===== src/design/itf_pkg.sv =====
package itf_pkg;

    localparam int ValueWidth  = 64;
    localparam int CharWidth   = 7;
    localparam int CountWidth  = 2;
    localparam int SizeWidth   = 2;
    localparam int CfgIdxWidth = 3;
    localparam int CfgDataWidth = 7;
    localparam int DefMaxDigits = 64;
    localparam int DefMaxWidth  = 64;
    localparam int LenWidth    = 8;

    localparam logic [1:0] RadixDec = 2'd0;
    localparam logic [1:0] RadixBin = 2'd1;
    localparam logic [1:0] RadixOct = 2'd2;
    localparam logic [1:0] RadixHex = 2'd3;

    localparam logic [2:0] RegRadix  = 3'd0;
    localparam logic [2:0] RegUpper  = 3'd1;
    localparam logic [2:0] RegPlus   = 3'd2;
    localparam logic [2:0] RegPrefix = 3'd3;
    localparam logic [2:0] RegZero   = 3'd4;
    localparam logic [2:0] RegWidth  = 3'd5;

    localparam logic [6:0] ChZero  = 7'h30;
    localparam logic [6:0] ChMinus = 7'h2d;
    localparam logic [6:0] ChPlus  = 7'h2b;
    localparam logic [6:0] ChSpace = 7'h20;
    localparam logic [6:0] ChUpA   = 7'h41;
    localparam logic [6:0] ChLoA   = 7'h61;

    typedef struct packed {
        logic [1:0] radix_mode;
        logic       upper_case;
        logic [1:0] plus_mode;
        logic       prefix_enable;
        logic       zero_pad;
        logic [6:0] min_width;
    } t_cfg;

    // Controller to datapath.
    typedef struct packed {
        logic load;
        logic step;
        logic finish;
        logic emit;
    } t_cmd;

    // Datapath to controller.
    typedef struct packed {
        logic digits_done;
        logic emit_last;
    } t_sts;

endpackage


===== src/design/itf_ctrl.sv =====
module itf_ctrl (
    input  logic          i_clk,
    input  logic          i_rst_n,
    input  logic          i_in_valid,
    output logic          o_in_ready,
    output logic          o_out_valid,
    input  logic          i_out_ready,
    input  itf_pkg::t_sts i_sts,
    output itf_pkg::t_cmd o_cmd
);
    import itf_pkg::*;

    typedef enum logic [2:0] {
        S_IDLE, S_DIGITS, S_FINISH, S_FETCH, S_SHOW
    } t_state;

    t_state r_state;

    always_comb begin
        o_in_ready  = (r_state == S_IDLE);
        o_out_valid = (r_state == S_SHOW);
        o_cmd.load   = o_in_ready & i_in_valid;
        o_cmd.step   = (r_state == S_DIGITS);
        o_cmd.finish = (r_state == S_FINISH);
        o_cmd.emit   = o_out_valid & i_out_ready;
    end

    always_ff @(posedge i_clk) begin
        if (!i_rst_n) begin
            r_state <= S_IDLE;
        end else begin
            case (r_state)
                S_IDLE:   if (i_in_valid) r_state <= S_DIGITS;
                S_DIGITS: if (i_sts.digits_done) r_state <= S_FINISH;
                S_FINISH: r_state <= S_FETCH;
                S_FETCH:  r_state <= S_SHOW;
                S_SHOW: begin
                    if (i_out_ready) r_state <= i_sts.emit_last ? S_IDLE : S_FETCH;
                end
                default:  r_state <= S_IDLE;
            endcase
        end
    end

`ifndef SYNTHESIS
    a_no_dual: assert property (@(posedge i_clk) disable iff (!i_rst_n)
        !(o_in_ready && o_out_valid)) else $error("ready and valid together");
    a_load_go: assert property (@(posedge i_clk) disable iff (!i_rst_n)
        o_cmd.load |=> r_state == S_DIGITS) else $error("load lost");
    a_show_fetch: assert property (@(posedge i_clk) disable iff (!i_rst_n)
        $rose(o_out_valid) |-> $past(r_state) == S_FETCH) else $error("no fetch");
`endif

endmodule


===== config.mk =====
export PLATFORM = sky130hd
export DESIGN_NAME = itf_ctrl
export DESIGN_NICKNAME = d
export VERILOG_FILES = /design/src/design/itf_pkg.sv /design/src/design/itf_ctrl.sv
export SDC_FILE = /design/constraint.sdc
export NUM_CORES = 1
export LEC_CHECK = 0
export BUFFER_PORTS_ARGS = -buffer_cell sky130_fd_sc_hd__buf_2
export CORE_AREA = 2 2 39 41
export CTS_BUF_LIST = sky130_fd_sc_hd__clkbuf_4 sky130_fd_sc_hd__clkbuf_8
export DETAILED_ROUTE_END_ITERATION = 10
export DIE_AREA = 0 0 41 43
export HOLD_SLACK_MARGIN = 0.1
export REMOVE_ABC_BUFFERS = 1
export SLEW_MARGIN = 10
export SYNTH_ARGS = -nofsm -noshare
export SYNTH_HDL_FRONTEND = slang
export SYNTH_SLANG_ARGS = --single-unit

===== constraint.sdc =====
create_clock -name i_clk -period 3.7 [get_ports i_clk]
set_input_delay 0.555 -clock i_clk [delete_from_list [all_inputs] [get_ports i_clk]]
set_output_delay 0.555 -clock i_clk [all_outputs]
set_load 0.01 [all_outputs]

# After elaboration in Yosys (flattened, before gate mapping)
# Cells that the tools add are included.
totals:
  output_inout_bits: 6
  memories: 0
  ram_bits: 0
  elab_cells: 17
  rom_bits: 0
  register_bits: 3
  latch_bits: 0
  in_bits: 6
op_classes:
  order_cmp: 0
  n_eq_ne: 7
  shift: 0
  n_mux: 5
  n_div: 0
  mul: 0
  add_sub_neg: 0
  reduce_logical: 2
  n_bitwise: 2
op_table:
  columns: ["cell", "n"]
  rows:
  - ["$pmux 3 s5", 1]
  - ["$mux 3", 3]
  - ["$eq 3x2->1 const B", 2]
  - ["$ne 2x2->1 const B", 2]
  - ["$eq 3x1->1 const B", 1]
  - ["$eq 3x3->1 const B", 1]
  - ["$logic_not 3->1", 1]
  - ["$reduce_and 3->1", 1]
  - ["$and 1x1->1", 2]
  - ["$mux 2", 1]
  - ["$ne 2x1->1 const B", 1]

# Logic depth before layout (Yosys ltp)
# Gate-level depths: netlist (run 1).
depth:
  depth_word: 3
  mapped_depth: 5
  mapped_depth_nobuf: 4

# Least setup slack after synthesis (run 1)
# No wires, ideal clock.
synth_timing:
  path_type: "register -> output"
  from: "register r_state[0]"
  to: "output port o_cmd[0] in the netlist's numbering"
  required_time_ps: 3145
  arrival_ps: 998
  stages_incl_launch_ff: 4
  setup_slack_ps: 2147
  n_path_buf: 1
  path_cell_list: "dfxtp_1 -> buf_6 -> or3b_4 -> nor2_1"
synth_rtl:
  columns: ["item", "line_no", "rtl"]
  rows:
  - ["from (decl)", "itf_ctrl.sv:17", "t_state r_state;"]
  - ["from (signal assigned)", "itf_ctrl.sv:38", "if (i_out_ready) r_state <= i_sts.emit_last ? S_IDLE : S_FETCH;"]
  - ["to (decl)", "itf_ctrl.sv:9", "output itf_pkg::t_cmd o_cmd"]

==> run summary, run 1 <==
The flow ran to the end, and the final reports show no timing, DRC or antenna violations. Before antenna repair, the detailed router went through 5 iterations. At the pin with the least slew margin, the transition time is 0.357 ns. No sink is reached through more buffers than the 2 on the longest clock path.

From left edge to right edge, the die measures 41 um. In this run, the number of DRC markers left after iteration 0 of detailed routing was 2. For the number of max-slew violations in the final report, the log shows 0. The overall via count from detail_route was 251; the largest driver fanout on the critical path was 9. The number of nets with antenna violations after routing is 0. At the later pin of the worst-skew pair, clock insertion delay measures 0.23 ns. End of the worst hold path: r_state[0].

In the routed layout, each cell is associated on average with a via count of 4.40. The number of antenna diodes in the final layout is 0. The number of instances on the worst hold path is 2.

After global routing the overflow that remains totals 0. The largest area contributor in the netlist was dfxtp_1. The path class of the tightest hold or removal check is in -> reg. The area of the mapped netlist was 255 um2. The tools report the cell at the root of the clock tree as clkbuf_4.

The logs give 0 for the number of failing hold endpoints at the final stage and 14 for the number of rows in the core area. TritonCTS built the clock tree. The die area is 1760 um2, and the DRC violation count after routing is 0. In the final layout, the registers with the most flip-flops are r_state (3). At the worst endpoint, the required time is 3.14 ns.

The via count of the first global-routing pass was 243. The cell at the slowest stage of the critical path was dfxtp_1. For this design, the sink count on the clock tree is 3. The critical path is of the reg -> out type.

Routability-driven placement finished with a final weighted congestion of 0.678. The number of distinct standard cells referenced by the synthesized netlist was 22. Clock slew at the register clock pins of the worst setup and hold paths: 0.04 ns. The wire-length estimate of the detail-placed layout is 464 um.

The worst register-to-register path ends at r_state[1]. The final layout contains 48 nets. Entering global routing, the biggest net connects 11 pins. The areal power density over the cells was 803 nW/um2.

The signed area change from the synthesized netlist to the final layout was 30.4%; the height of the die was 43 um. Summed over all failing endpoints, the final setup total negative slack is 0 ns. During synthesis, Yosys emitted a total of 0 warnings. The count of max-cap constraint violations came out at 0. The level count of the clock H-tree was 1; the path depth of the worst reg2reg path was 3. The design draws 267 uW. The flip-flop and latch count after synthesis is 3, and the count of instances resized after the clock tree is built is 0. For this run, the slowest stage of the critical path takes 0.46 ns. The top cell type's share of synthesized area came out at 0.235. The startpoint of the worst register-to-register path was r_state[2]. The post-cts hold buffer count is 0, and the synthesized instance count is 29.

The launching element type of the critical path was a flip-flop. The fmax was 524 MHz; the arrival time of data at the critical path endpoint was 1.35 ns. For the initial antenna violation count, the log shows 0. The largest register by flop count is r_state. The proportion of synthesized chip area in sequential cells was 0.235. The logs give 57 for the final cell count without fillers and 0.184 for the initial cell density of the core. The tools report the remaining max-slew budget at the tightest pin as 0.761. Largest voltage drop on the vdd net: 181 uV.

Once the clock tree was built, the setup fixing pass inserted 0 buffers. The worst register-to-register path has a setup slack of 2.34 ns. In this run the count of I/O pins placed on the die edge is 12.

Post-detailed-route wirelength per cell: 9.96 um. The final layout contains routed wiring with a total length of 568 um. For the final database, setup skew stands at 0.0000538 ns.

The total track usage is 0.0853. The register with the most flip-flops in the layout has 3 of them. Including well taps, the total number of placed cells is 53. The placeable core area was 1380 um2. The final cycle utilization of the critical path is 0.516.

Setup repair after global routing left no endpoint under its margin. The final critical delay including setup and external delays was 1.91 ns. The first global-routing pass estimated 972 um of wire. The number of buffers created by CTS is 3, and the static power due to leakage is 0.155 nW. The fraction of final layout cells with drive strength greater than 1 works out to 0.488. STA classifies the critical path endpoint as an output port.

The startpoint of the most critical setup path was r_state[2]. A synthesized cell averages 8.80 um2. The startpoint identified for the worst hold timing path is i_rst_n. Setup violations remaining at the end of the flow were counted as 0. During placement, the flow inserted port buffers numbering 11.

Walking the worst path, the cells encountered are or3b_4 -> nor2_1 -> buf_2. After synthesis, the cell types taking the most area are dfxtp_1 (24%), buf_6 (8.8%), nor3b_1 (5.9%).
layer usage:
layer  global-route usage  vias up  wire length [um]
met4               0.0800        0                 0
met5                    0        -                 0
met2                0.138        5               332
li1                     -      131                 -
met3               0.0157        0                21
met1               0.0836      115               214
synthesized netlist by cell type, drive strengths merged:
master  number
a21oi        1
a32o         1
a32oi        1
and2         1
buf          3
dfxtp        3
inv          3
nand3b       1
nor2         2
nor2b        2
nor3         1
nor3b        2
nor4         1
nor4b        1
o21ai        1
o21bai       1
o221ai       1
o311a        1
or3b         2
per-stage QoR:
stage	area, um2	setup WS (ns)	utilization	hold WS [ns]
floorplan	228	2.12	-	0.609
global placement	303	2.06	0.219	0.661
detailed placement	303	2.03	0.219	0.678
CTS	333	1.77	0.241	0.574
global route	333	1.68	0.241	0.590
finish	333	1.79	0.241	0.578
layout by cell type (no fill, tap or decap), drive strengths merged:
master / n
a21oi: 1
a32o: 1
a32oi: 1
and2: 1
buf: 11
clkbuf: 4
dfxtp: 3
inv: 3
nand3b: 1
nor2: 2
nor2b: 2
nor3: 1
nor3b: 2
nor4: 1
nor4b: 1
o21ai: 1
o21bai: 1
o221ai: 1
o311a: 1
or3b: 2
cell families after synthesis:
logic type	Yosys count	share of synthesized area
AO/OA/AOI/OAI	7	0.240
buffers and inverters	6	0.152
flip-flops	3	0.235
AND/OR/NAND/NOR	13	0.373
cell type report:
type                    count  area (um2)
repair buffers             11        55.1
inverters                   3        11.3
clock buffers               4        30.0
well taps                  16        20.0
fillers                   161        1050
flip-flops and latches      3        60.1
multi-input cells          20         156
critical path: cells and delay by family (launching register included):
family | cells | cell delay, ns
buf+inv | 1 | 0.13
flops | 1 | 0.46
simple gates | 2 | 0.54
worst max path at each step:
| stage | endpoint | slack, ns | depth (start not counted) |
|---|---|---|---|
| detailed placement | o_cmd[0] | 2.03 | 3 |
| CTS | o_cmd[0] | 1.77 | 3 |
| global route | o_cmd[0] | 1.68 | 3 |
| global placement | o_cmd[0] | 2.06 | 3 |
| floorplan | o_cmd[0] | 2.12 | 2 |
| finish | o_cmd[0] | 1.79 | 3 |
where the power goes:
group          internal (mW)  total (mW)  leakage, nW  switching [mW]
Clock                 0.0477      0.0638       0.0184          0.0161
Sequential            0.0447      0.0706       0.0247          0.0259
Combinational         0.0693       0.133        0.112          0.0638
Power figures use the tool's default switching activity.
==> run 2: changes to the inputs <==
- clock period: 3.7 -> 1.7 ns (I/O delays scaled with it)
==> run 2 against run 1 <==
Against the previous run:
- first-iteration DRC count did not move
- via count fell by 0.80%
- critical endpoint unchanged
- largest cell class unchanged
- power rose by 120%
- routed wire length rose by 0.18%
- largest power group unchanged
- utilization rose by 0.090 points
==> run summary, run 2 (same netlist as run 1, synthesis figures left out) <==
The switching power was 230 uW (+120%); the die boundary width was 41 um (unchanged). The fraction of final layout cells with drive strength greater than 1 works out to 0.512 (+0.0244). Final non-filler cell area: 334 um2 (+0.38%). The run gives 584 uW (+120%) as the final total power. Walking the worst path, the cells encountered are or3b_4 -> nor2_1 -> buf_2. The number of buffer and inverter instances along the worst setup path is 1 (unchanged). The final cycle utilization of the critical path is 0.899, and the violation count after the first detailed-route iteration is 2 (unchanged). In the final layout, the registers with the most flip-flops are r_state (3). For the number of nets with antenna violations after routing, the log shows 0 (unchanged). For the relative contribution of the clock network to total power, the log shows 0.237 (-0.002).

TritonCTS built the clock tree. The clock slew at the register clock pins of the worst setup and hold paths was 0.04 ns (about the same). The count of instances resized after the clock tree is built was 0 (unchanged); the total of endpoints with negative setup slack in the final report was 0 (unchanged). The run gives 1.44 ns (-1.70 ns) as the data required time of the worst path. The tools report the post-cts hold buffer count as 0 (unchanged).

The half-perimeter wire length of the detailed placement result came out at 464 um (unchanged). The run gives 249 (-0.80%) as the overall via count from detail_route. On the critical path, the stage with the largest delay is an instance of or3b_4. Timing would allow up to 654 MHz.

The initial cell density of the core came out at 0.184 (unchanged). The number of setup buffers added after CTS came out at 0 (unchanged). The placeable core area is 1380 um2 (unchanged). The run gives 0.267 (+0.003) as the part of the power in registers.

The total track usage was 0.0853 (unchanged). Number of detailed-routing iterations run before antenna repair: 4 (-1). The path class of the tightest hold or removal check is in -> reg. The sum of overflow across all layers after global routing was 0 (unchanged). The DRC violation count after routing was 0 (unchanged). The tools report the final antenna diode count as 0 (unchanged). The number of buffers created by CTS was 3 (unchanged); the level count of the clock H-tree was 1 (unchanged). The top cell types in the final layout, fill and taps aside, are buf_2 (11), clkbuf_4 (4). The final layout net count came out at 48 (unchanged). The tools report the element type at the critical path end as an output port. The final cell count without fillers came out at 57 (unchanged).

The largest driver fanout on the critical path was 10 (+1). The maximum clock insertion buffer count is 2 (unchanged), and the number of fill cells in the layout is 161 (unchanged). The tools report the placer's final routability congestion estimate as 0.678 (about the same). The initial antenna violation count was 0 (unchanged); the largest voltage drop on the vdd net was 394 uV (+120%).

The library cell used most frequently in the layout, excluding fill and tap cells, is buf_2. The static power due to leakage was 0.156 nW (+0.24%). The number of buffers inserted by port buffering works out to 11 (unchanged).

The via count of the first global-routing pass is 243 (unchanged), and the arrival time of data at the critical path endpoint is 1.27 ns (-0.08 ns). The internal power was 354 uW (+120%); the storage element area was 61.3 um2 (+2.1%). The tools report the summed negative setup slack over all endpoints as 0 ns (unchanged). Count of max-cap constraint violations: 0 (unchanged). The detail-routed via count per cell came out at 4.37 (-0.80%).

The proportion of total power due to net switching works out to 0.393 (-0.00211). Area of combinational cells with multiple inputs: 156 um2 (unchanged). The logs give 0.768 (+0.00680) for the remaining max-slew budget at the tightest pin and 0.000465 ns (+0.000411 ns) for the post-route clock skew. The post-detailed-route wirelength per cell was 9.98 um (+0.18%).

The worst setup path is of the reg -> out kind. Among cell families on the critical path, the largest total delay comes from simple AND/OR/NAND/NOR gates. The height of the die was 43 um (unchanged). The post-place instance area is 303 um2 (unchanged), and the flip-flop count of the largest register, all copies and words added is 3 (unchanged). The run gives 569 um (+0.18%) as the post-detailed-routing wire length. The logs give 1760 um2 (unchanged) for the die area and 14 (unchanged) for the number of rows in the core area. For the portion of total power attributed to combinational logic, the log shows 0.496 (about the same). The wire length of the first global-routing pass came out at 972 um (unchanged). The post-layout utilization of the core was 0.241 (+0.000904).

The run finished with clean final reports. Setup repair after global routing left no endpoint under its margin. The launching element type of the critical path was a flip-flop. The highest cell delay on the worst timing path was 0.45 ns (about the same); the clock latency on the worst-skew pair was 0.23 ns (about the same). The areal power density over the cells was 1750 nW/um2 (+120%). The largest register by flop count is r_state. The slew of the pin with the lowest slew margin works out to 0.347 ns (-0.0102 ns). Cell at the root of the clock tree: clkbuf_4.

The count of pins on the block boundary was 12 (unchanged); the number of max-slew violations in the final report was 0 (unchanged). The run gives 0 (unchanged) as the number of failing hold endpoints at the final stage. The total number of clock tree sinks is 3 (unchanged), and the final critical delay including setup and external delays is 1.53 ns. The number of cells in the design after placement came out at 53 (unchanged).

The pin count of the biggest net entering global routing is 11 (unchanged). The signed area change from the synthesized netlist to the final layout works out to 30.9%.
run 2: cell types whose count changed in the layout (fill, tap and decap cells not counted):
| cell | previous run | this run |
|---|---|---|
| dfxtp_1 | 3 | 2 |
| dfxtp_2 | 0 | 1 |
run 2: worst paths after layout:
kind / depth (start not counted) / endpoint / slack [ns] / from
worst max-delay path: 3 / o_cmd[0] / 0.17 / r_state[0]
worst min-delay path: 2 / r_state[0] / 0.28 / i_rst_n
worst max register to register: 3 / r_state[0] / 0.39 / r_state[0]
worst min register to register: 2 / r_state[0] / 0.63 / r_state[2]
run 2: area by class of cell:
class,instances,share of cell area
clock buffer,4,0.0899
tap,16,0.0599
sequential,3,0.184
multi-input combinational,20,0.468
inverter,3,0.0337
timing repair buffer,11,0.165
run 2: power groups by stage:
stage / clock network [mW] / registers, mW / logic (mW)
2_1_floorplan: 0 / 0.140 / 0.210
3_3_place_gp: 0 / 0.151 / 0.294
3_5_place_dp: 0 / 0.155 / 0.293
4_1_cts: 0.147 / 0.153 / 0.294
5_1_grt: 0.150 / 0.165 / 0.324
6_report: 0.139 / 0.156 / 0.289
run 2: routing by layer:
layer | wire, um | track usage | up-vias
met5 | 0 | 0 | -
met1 | 216 | 0.0836 | 114
met4 | 0 | 0.0800 | 0
met3 | 19 | 0.0157 | 0
li1 | - | - | 132
met2 | 333 | 0.138 | 3
run 2: metrics by stage:
stage	setup slack (ns)	hold slack, ns
after floorplan	0.398	0.381
after global placement	0.361	0.520
after detailed placement	0.329	0.518
after CTS	0.0705	0.274
after global routing	0.0642	0.290
final	0.171	0.278
